<file path="src/hdl/comb_allpass_reverb_unit_assert.svh">
// Assertion macros for the reverb unit
`ifndef COMB_ALLPASS_REVERB_UNIT_ASSERT_SVH
`define COMB_ALLPASS_REVERB_UNIT_ASSERT_SVH
`ifndef SYNTHESIS
`define CRU_ASSERT_IMP(lbl, ante, cons) \
    lbl: assert property (@(posedge i_clk) disable iff (!i_rst_n) (ante) |-> (cons)) \
        else $error("same-cycle implication failed");
`define CRU_ASSERT_NXT(lbl, ante, cons) \
    lbl: assert property (@(posedge i_clk) disable iff (!i_rst_n) (ante) |=> (cons)) \
        else $error("next-cycle implication failed");
`else
`define CRU_ASSERT_IMP(lbl, ante, cons)
`define CRU_ASSERT_NXT(lbl, ante, cons)
`endif
`endif

</file>
<file path="src/hdl/cru_pkg.sv">
// Package: constants, types and arithmetic helpers for the reverb unit
`timescale 1ns / 1ps
`default_nettype none
package cru_pkg;
    localparam int SAMPLE_WIDTH = 16;
    localparam int COMB_DEPTH   = 2048;
    localparam int AP_DEPTH     = 1024;
    localparam int NUM_COMBS    = 8;
    localparam int NUM_AP       = 4;
    localparam int CAW  = $clog2(COMB_DEPTH);
    localparam int AAW  = $clog2(AP_DEPTH);
    localparam int CNTW = $clog2(COMB_DEPTH + 1);
    localparam int PW   = CNTW + 1;
    localparam int KW   = $clog2(NUM_COMBS);
    localparam int JW   = $clog2(NUM_AP);
    localparam int GW   = 15;
    localparam int IDXW = 3;

    localparam logic [IDXW-1:0] REG_FEEDBACK = 3'd0;
    localparam logic [IDXW-1:0] REG_DAMPING  = 3'd1;
    localparam logic [IDXW-1:0] REG_APGAIN   = 3'd2;
    localparam logic [IDXW-1:0] REG_WET      = 3'd3;
    localparam logic [IDXW-1:0] REG_DRY      = 3'd4;

    localparam logic [CNTW-1:0] COMB_DELAY [NUM_COMBS] = '{
        CNTW'(1556), CNTW'(1616), CNTW'(1490), CNTW'(1421),
        CNTW'(1276), CNTW'(1355), CNTW'(1187), CNTW'(1115)};
    localparam logic [CNTW-1:0] AP_DELAY [NUM_AP] = '{
        CNTW'(224), CNTW'(555), CNTW'(440), CNTW'(340)};

    typedef logic signed [SAMPLE_WIDTH-1:0] t_smp;
    typedef logic signed [23:0] t_d24;

    typedef struct packed {
        logic [GW-1:0] feedback;
        logic [GW-1:0] damping;
        logic [GW-1:0] ap_gain;
        logic [GW-1:0] wet;
        logic [GW-1:0] dry;
    } t_cfg;

    typedef struct packed {
        logic pop;
        logic busy;
    } t_bstat;

    // product / 32768, truncated toward zero
    function automatic logic signed [25:0] qtr(input logic signed [40:0] p);
        logic signed [40:0] m;
        m = -p;
        if (p < 0) return -$signed(m[40:15]);
        return $signed(p[40:15]);
    endfunction

    function automatic t_d24 sat24(input logic signed [26:0] v);
        if (v > 27'sd8388607)  return 24'sh7FFFFF;
        if (v < -27'sd8388608) return 24'sh800000;
        return v[23:0];
    endfunction

    function automatic t_smp sat_smp(input logic signed [26:0] v);
        logic signed [26:0] hi;
        logic signed [26:0] lo;
        hi = 27'((28'sd1 <<< (SAMPLE_WIDTH - 1)) - 28'sd1);
        lo = -hi - 27'sd1;
        if (v > hi) return hi[SAMPLE_WIDTH-1:0];
        if (v < lo) return lo[SAMPLE_WIDTH-1:0];
        return v[SAMPLE_WIDTH-1:0];
    endfunction

    // value / 8, truncated toward zero
    function automatic logic signed [20:0] div8(input t_d24 y);
        logic signed [23:0] m;
        m = -y;
        if (y < 0) return -$signed(m[23:3]);
        return $signed(y[23:3]);
    endfunction
endpackage
`default_nettype wire

</file>
<file path="src/hdl/cru_front.sv">
// Front end: accepts input samples into a two-entry queue
`timescale 1ns / 1ps
`default_nettype none
module cru_front
    import cru_pkg::*;
(
    input  wire logic i_clk,
    input  wire logic i_rst_n,
    input  wire logic i_valid,
    output logic      o_stall,
    input  wire t_smp i_sample,
    input  wire logic i_pop,
    output logic      o_q_valid,
    output t_smp      o_q_sample
);
    t_smp       r_mem [2];
    logic       r_wp;
    logic       r_rp;
    logic [1:0] r_cnt;
    logic       push;

    assign o_stall    = (r_cnt == 2'd2);
    assign push       = i_valid && !o_stall;
    assign o_q_valid  = (r_cnt != 2'd0);
    assign o_q_sample = r_mem[r_rp];

    always_ff @(posedge i_clk) begin
        if (push) r_mem[r_wp] <= i_sample;
        if (!i_rst_n) begin
            r_wp  <= 1'b0;
            r_rp  <= 1'b0;
            r_cnt <= 2'd0;
        end else begin
            if (push) r_wp <= !r_wp;
            if (i_pop) r_rp <= !r_rp;
            r_cnt <= r_cnt + 2'(push) - 2'(i_pop);
        end
    end
endmodule
`default_nettype wire

</file>
<file path="config.mk">
export PLATFORM = sky130hd
export DESIGN_NAME = cru_front
export DESIGN_NICKNAME = d
export VERILOG_FILES = /design/src/hdl/comb_allpass_reverb_unit_assert.svh /design/src/hdl/cru_pkg.sv /design/src/hdl/cru_front.sv
export SDC_FILE = /design/constraint.sdc
export NUM_CORES = 1
export LEC_CHECK = 0
export ABC_AREA = 0
export ABC_CLOCK_PERIOD_IN_PS = 4900
export BUFFER_PORTS_ARGS = -buffer_cell sky130_fd_sc_hd__buf_2
export CAP_MARGIN = 20
export CORE_AREA = 10 10 68 70
export DETAILED_ROUTE_END_ITERATION = 12
export DIE_AREA = 0 0 78 80
export PLACE_DENSITY = 0.79
export SLEW_MARGIN = 20
export SYNTH_ARGS = -nofsm -noshare
export SYNTH_HDL_FRONTEND = slang
export SYNTH_SLANG_ARGS = --single-unit
</file>
<file path="constraint.sdc">
create_clock -name i_clk -period 4.9 [get_ports i_clk]
set_clock_uncertainty 0.1 [all_clocks]
set_input_delay 0.245 -clock i_clk [delete_from_list [all_inputs] [get_ports i_clk]]
set_output_delay 0.245 -clock i_clk [all_outputs]
set_load 0.005 [all_outputs]
</file>
# --- After elaboration in Yosys (flattened, before gate mapping) ---
# Memory sizes are Yosys's and may differ from the RTL's. A register that Yosys moved wholly into a read port is not among the register bits.
# Index checks and enable logic that the tools add are counted.
word_totals:
  out_inout_bits: 18
  n_memories: 1
  ramBits: 32
  ff_bits: 4
mem_list:
  columns: ["memory", "depth", "word_bits", "rd", "rd_ports_with_merged_regs", "write_ports", "line", "source"]
  rows:
  - ["r_mem", 2, 16, 1, 1, 1, "cru_front.sv:16", "t_smp r_mem [2];"]
op_classes:
  n_mux: 4
  eq_ne: 1
  add_sub_neg: 2
  reduce_logical: 5
ops:
  columns: ["operator", "n"]
  rows:
  - ["2-to-1 mux 1 bit", 4]
  - ["zero test 1 bit", 3]
  - ["adder 2 x 1 -> 2 bit", 1]
  - ["equality test 2 bit, second input constant", 1]
  - ["nonzero test 2 bit", 1]
  - ["subtractor 2 x 1 -> 2 bit", 1]
  - ["logical AND 1 bit", 1]

# --- Logic depth before layout (Yosys ltp) ---
# Gate-level depths: netlist of run 1.
logic_depth:
  ltp_word: 5
  depth_mapped: 8
  depth_no_buf: 8

# --- Least setup slack after synthesis of run 1 ---
# OpenSTA, ideal clock, no wires.
synth_path:
  kind: "register to register"
  from: "register r_cnt[0]"
  to: "memory r_mem[0][0] (netlist bit) (enable)"
  path_stages_with_launch: 4
  setup_slack_ns: 3.162
  t_required_ns: 4.412
  arrival_ns: 1.250
  setup_time_ns: 0.388
  cell_sequence: "dfxtp_1 nand2b_1 nand2_1 nor2_1"
synth_between:
  elab_chain_cells: 5
synth_rtl:
  columns: ["element", "line", "source"]
  rows:
  - ["from (decl)", "cru_front.sv:19", "logic [1:0] r_cnt;"]
  - ["from (signal assigned)", "cru_front.sv:36", "r_cnt <= r_cnt + 2'(push) - 2'(i_pop);"]
  - ["equality test 2 bit", "cru_front.sv:22", "assign o_stall = (r_cnt == 2'd2);"]
  - ["zero test 1 bit", "cru_front.sv:23", "assign push = i_valid && !o_stall;"]
  - ["logical AND 1 bit", "cru_front.sv:23", null]
  - ["2-to-1 mux 1 bit", "cru_front.sv:28", "if (push) r_mem[r_wp] <= i_sample;"]
  - ["2-to-1 mux 1 bit (implied by the code)", "cru_front.sv:28", null]
  - ["to (decl)", "cru_front.sv:16", null]
# No other way between the ends.

==> results of run 1 <==
==> sequential cells by signal, indices dropped and copies added, names as in the netlist, named ones only <==
signal and count:
r_cnt 2, r_mem 32, r_rp 1, r_wp 1
==> repair_timing <==
item	CTS	global route
resized for setup	0	0
hold buffers	16	0
endpoints found under the hold margin	32	0
==> worst paths after layout <==
path,cells after the start,to,start,slack [ps]
setup / recovery,2,o_q_sample[4],flip-flop,2770
hold / removal,2,r_cnt[0],i_rst_n,70
setup reg to reg,8,r_cnt[1],r_cnt[0],3210
hold reg to reg,2,r_wp,r_wp,400
==> layout make-up <==
cell class | count | area (um2)
Clock inverter | 3 | 65.1
Clock buffer | 5 | 37.5
Multi-Input combinational cell | 33 | 333
Fill cell | 256 | 1370
Sequential cell | 37 | 1060
Inverter | 3 | 11.3
Tap cell | 46 | 57.6
Timing Repair Buffer | 54 | 353
==> critical path, stage by stage (launching register included) <==
cell and delay (ps):
dfxtp_1 910, mux2_2 410, buf_2 130
==> synthesized netlist by cell type <==
cell type | number | share of area (%)
buf_6 | 1 | 0.78
nand2b_1 | 2 | 0.87
buf_12 | 1 | 1.4
xnor2_1 | 2 | 1.2
inv_1 | 3 | 0.78
and3_1 | 1 | 0.44
nor2_1 | 4 | 1.0
and2_1 | 1 | 0.44
xor2_1 | 1 | 0.61
or2_2 | 1 | 0.44
mux2_2 | 6 | 4.7
ha_1 | 2 | 1.7
mux2_4 | 10 | 10
dfxtp_1 | 5 | 7.0
mux2i_1 | 1 | 0.70
nand2_1 | 2 | 0.52
edfxtp_1 | 32 | 67
==> metrics by stage <==
stage / std cells / setup WS, ps / hold WS [ps] / instance area [um2]
6_report: 181 / 2770 / 73.0 / 1920
5_1_grt: 181 / 2620 / 66.0 / 1920
4_1_cts: 181 / 2720 / 55.2 / 1920
3_5_place_dp: 157 / 3120 / 337 / 1660
3_3_place_gp: 157 / 3140 / 335 / 1660
2_1_floorplan: 75 / 3160 / 244 / 1440
==> per-layer routing <==
layer	share of wire, %	GRT usage [%]
met3	8.3	4.84
met4	1.9	4.30
met1	41	9.17
met2	48	14.5
met5	0	0
==> kinds of logic (layout without fill, tap and decap cells) <==
group                      Yosys count  after routing  share of synthesized area, %
muxes                               17             17                          15.9
and+or+nand+nor                     11             11                          3.75
buffers and inverters                5             65                          2.96
adders and majority gates            2              2                          1.74
xor gates and xnor gates             3              3                          1.83
DFF                                 37             37                          73.9
==> where the power goes <==
group	leakage (nW)	switching [mW]	total [mW]	internal, mW
clock network	0.0552	0.0956	0.254	0.158
registers	0.340	0.0209	0.419	0.398
logic	0.399	0.0691	0.158	0.0890
total	0.794	0.186	0.830	0.645
==> run_results.csv, run 1 <==
group,metric,value,unit
run_status,outcome,"complete, no violations",
yosys,syn_avg_cell_area,19.2,um2
final_layout,diodes,0,
final_layout,drive_gt1_share,46.7,%
sta,period_share,43.5,%
critical_path,arrival,1790,ps
place,io_buffers,37,
cts,post_cts_buffers,0,
critical_path,crit_path_end_kind,"primary output",
final_layout,final_cell_mix,"37 x buf_2, 32 x edfxtp_1, 16 x dlygate4sd3_1, 10 x mux2_4, 6 x mux2_2",
die,initial_core_util,43.7,%
cts,root_buffer,"clkbuf_4",
sta,finalSetupViolations,0,
power,p_leak,0.794,nW
die,fp.dieW,78,um
cts,cts.clk_slew.worst_paths,100,ps
critical_path,critPathMaxFanout,16,
global_route,grt_pass1_wl,4.28,mm
yosys,synth-seq-cells,37,
cts,cts_sinks,37,
yosys,yosysWarningCount,0,
sta,maxSlewViolCount,0,
die,dieArea,6240,um2
global_route,grt_overflow_total,0,
route,ant_nets,0,
sta,rsz0062_at_grt,"false",
yosys,seq_area_frac_synth,73.9,%
yosys,syn_nets,97,
cts,h-tree-depth,2,
route,vias,801,
cts,numCtsBuffers,5,
final_layout,fin_util,58.4,%
route,drtPass1Iterations,4,
route,wl_per_cell,14.7,um
sta,setup-tns-final,0,ps
power,vdd_drop_max,0.219,mV
yosys,synth_area,1440,um2
route,drt_iter0_markers,58,
yosys,synth_cells,75,
power,finalPower,830,uW
worst_hold_path,hold_path_class,"input pin to flip-flop",
die,fp-row-count,21,
global_route,grt_max_degree,17,
route,vias_per_cell,4.43,
global_route,grt_pass1_vias,940,
sta,worst_pin_slew,874,ps
critical_path,startpoint_type,"flip-flop",
route,wl,2.66,mm
global_route,track_usage,8.88,%
run,max_cap_violations,0,
route,drc,0,
sta,hold_viol_final,0,
final_layout,layout_commonest_cell,"buf_2",
power,p_per_area,433,nW/um2
die,die_y,80,um
sta,slew-limit-headroom,41.6,%
sta,fmaxAchievable,469,MHz
final_layout,area_growth,33.5,%
critical_path,crit_type,"flip-flop to primary output",
final_layout,nNetsFinal,156,
die,coreArea,3280,um2
cts,cts_buffer_depth,2,
yosys,ys_types,17,
sta,finalCriticalPeriod,2130,ps
cts,clk_latency,330,ps
critical_path,required,4550,ps
global_route,antenna_found_initial,0,
die,ios,38,
cts,cts_tree,"yes",
place,gp_congestion,0.663,
Power figures use the tool's default switching activity.
==> run 2, diff against run 1 <==
ABC_CLOCK_PERIOD_IN_PS = 1760   (was 4900)
PLACE_DENSITY = 0.81   (was 0.79)
clock period = 1.76 ns   (was 4.9 ns; I/O delays follow)
==> run 2 against run 1 <==
Net effect: worst hold slack gained 300 ps; sequential power grew to 2.8 times the previous value; wire length shrank 0.83%; die area is the same; total power grew to 2.7 times the previous value; sequential cell count is the same; clock-buffer cell count grew 1; setup slack lost 2700 ps; via count grew 4.2%; critical endpoint is now r_cnt[1]; largest cell class unchanged.
==> run_results.csv, run 2 (synthesized netlist as in run 1, its figures left out) <==
group,metric,value,unit
sta,hold_viol_final,0,
route,drtPass1Iterations,2,
place,io_buffers,37,
critical_path,crit_path_end_kind,"flip-flop",
final_layout,fin_util,59.9,%
sta,slew-limit-headroom,87.1,%
cts,h-tree-depth,2,
sta,maxSlewViolCount,0,
place,place_inst,162,
sta,worst_pin_slew,193,ps
sta,period_share,93.5,%
sta,whs,371,ps
critical_path,critPathMaxFanout,3,
sta,finalCriticalPeriod,1650,ps
power,p_per_area,1120,nW/um2
cts,cts.clk_slew.worst_paths,100,ps
critical_path,rrSetupSlack,110,ps
die,fp.dieW,78,um
final_layout,fillCellCount,246,
power,finalPower,2.20,mW
place,placed_cell_area,1690,um2
sta,setup-tns-final,0,ps
global_route,grt_overflow_total,0,
final_layout,final_cell_count_no_fill,189,
critical_path,crit_path_top_delay_cell,"dfxtp_2",
power,p_leak,0.821,nW
final_layout,multi_input_area,340,um2
route,vias,835,
cts,cts_sinks,37,
die,dieArea,6240,um2
final_layout,diodes,0,
critical_path,cp_common_cell,"ha_1",
place,hpwl,1.94,mm
route,wl,2.64,mm
route,ant_nets,0,
place,post-place-ws,69.2,ps
global_route,grt_max_degree,12,
run,max_cap_violations,0,
final_layout,regMostFlops,"r_mem",
sta,fmaxAchievable,607,MHz
global_route,grt_pass1_vias,980,
final_layout,final_area,1970,um2
place,gp_congestion,0.689,
route,vias_per_cell,4.42,
die,initial_core_util,43.7,%
final_layout,area_growth,36.9,%
critical_path,arrival,1770,ps
final_layout,largest_reg_flops,32,
critical_path,crit_type,"flip-flop to flip-flop",
worst_hold_path,hold_depth,2,
cts,root_buffer,"clkbuf_4",
critical_path,reg2reg_depth,8,
critical_path,critical_path.cell_chain,"nand2b_4 -> nand2_1 -> ha_1 -> inv_1 -> ha_1 -> xor2_1 -> xnor2_1 -> nor2_1",
critical_path,startpoint_type,"flip-flop",
die,coreArea,3280,um2
final_layout,final_cell_mix,"37 x buf_2, 32 x edfxtp_1, 19 x dlygate4sd3_1, 10 x mux2_4",
global_route,track_usage,9.24,%
final_layout,reg.largest.list,"r_mem (32), r_cnt (2)",
cts,cts_tree,"yes",
sta,final.setup.worst_slack,114,ps
power,vdd_drop_max,0.780,mV
cts,numCtsBuffers,5,
sta,finalSetupViolations,0,
die,fp-row-count,21,
route,drc,0,
final_layout,final-seq-area,1060,um2
route,drt_iter0_markers,34,
critical_path,rr_startpoint,"r_cnt[0]",
worst_hold_path,min_from,"i_sample[0]",
worst_hold_path,whs_endpoint,"r_mem[1][0]",
global_route,antenna_found_initial,0,
cts,post_cts_buffers,0,
critical_path,critical_path_buf_inv_count,1,
cts,cts_buffer_depth,2,
die,ios,38,
run_status,outcome,"complete, no violations",
global_route,grt_pass1_wl,4.47,mm
final_layout,nNetsFinal,164,
critical_path,required,1880,ps
final_layout,layout_commonest_cell,"buf_2",
die,die_y,80,um
critical_path,crit_path_max_incr_delay,350,ps
cts,clk_latency,320,ps
critical_path,r2r-end,"r_cnt[1]",
route,wl_per_cell,14.0,um
worst_hold_path,hold_path_class,"input pin to flip-flop",
critical_path,cpLargestDelayFamily,"adder cells",
final_layout,drive_gt1_share,47.6,%
-- run 2: cell types whose count changed in the layout (fill, tap and decap cells not counted), sizes merged --
| cell | change |
|---|---|
| buf | +5 |
| bufinv | -1 |
| dlygate4sd3 | +3 |
| clkbuf | +1 |
-- run 2: how the worst max path moves through the flow --
stage,start,to,slack (ps),cells after the start
after floorplan,r_cnt[0],r_mem[0][0],20,3
after global placement,r_cnt[0],r_cnt[1],190,8
after detailed placement,r_cnt[0],r_cnt[1],70,8
after CTS,r_cnt[0],r_cnt[1],60,8
after global routing,r_cnt[1],r_cnt[1],-0.3,8
final,r_cnt[0],r_cnt[1],110,8
-- run 2: cell type report --
type | instances | share of cell area, %
flip-flops and latches | 37 | 54.0
repair buffers | 62 | 21.4
multi-input cells | 33 | 17.3
well taps | 46 | 2.93
clock buffers | 6 | 2.10
clock inverters | 2 | 1.72
inverters | 3 | 0.573
-- run 2: timing repair --
action,4_1_cts,5_1_grt
endpoints found under the setup margin,0,1
hold buffers,19,0
hold endpoints to repair,37,0
resized for setup,0,2
-- run 2: report_power, final --
part	leakage (nW)	internal, mW	total [mW]	switching [mW]
combinational	0.441	0.282	0.495	0.214
sequential	0.340	1.11	1.16	0.0478
clock	0.0399	0.296	0.552	0.256
total	0.821	1.69	2.20	0.518
-- run 2: routing by layer --
layer	part of all wire (%)	up-vias	global-route usage [%]
li1	-	409	-
met1	39	388	8.85
met2	50	31	15.3
met3	9.3	7	4.73
met4	2.3	0	6.27
met5	0	-	0
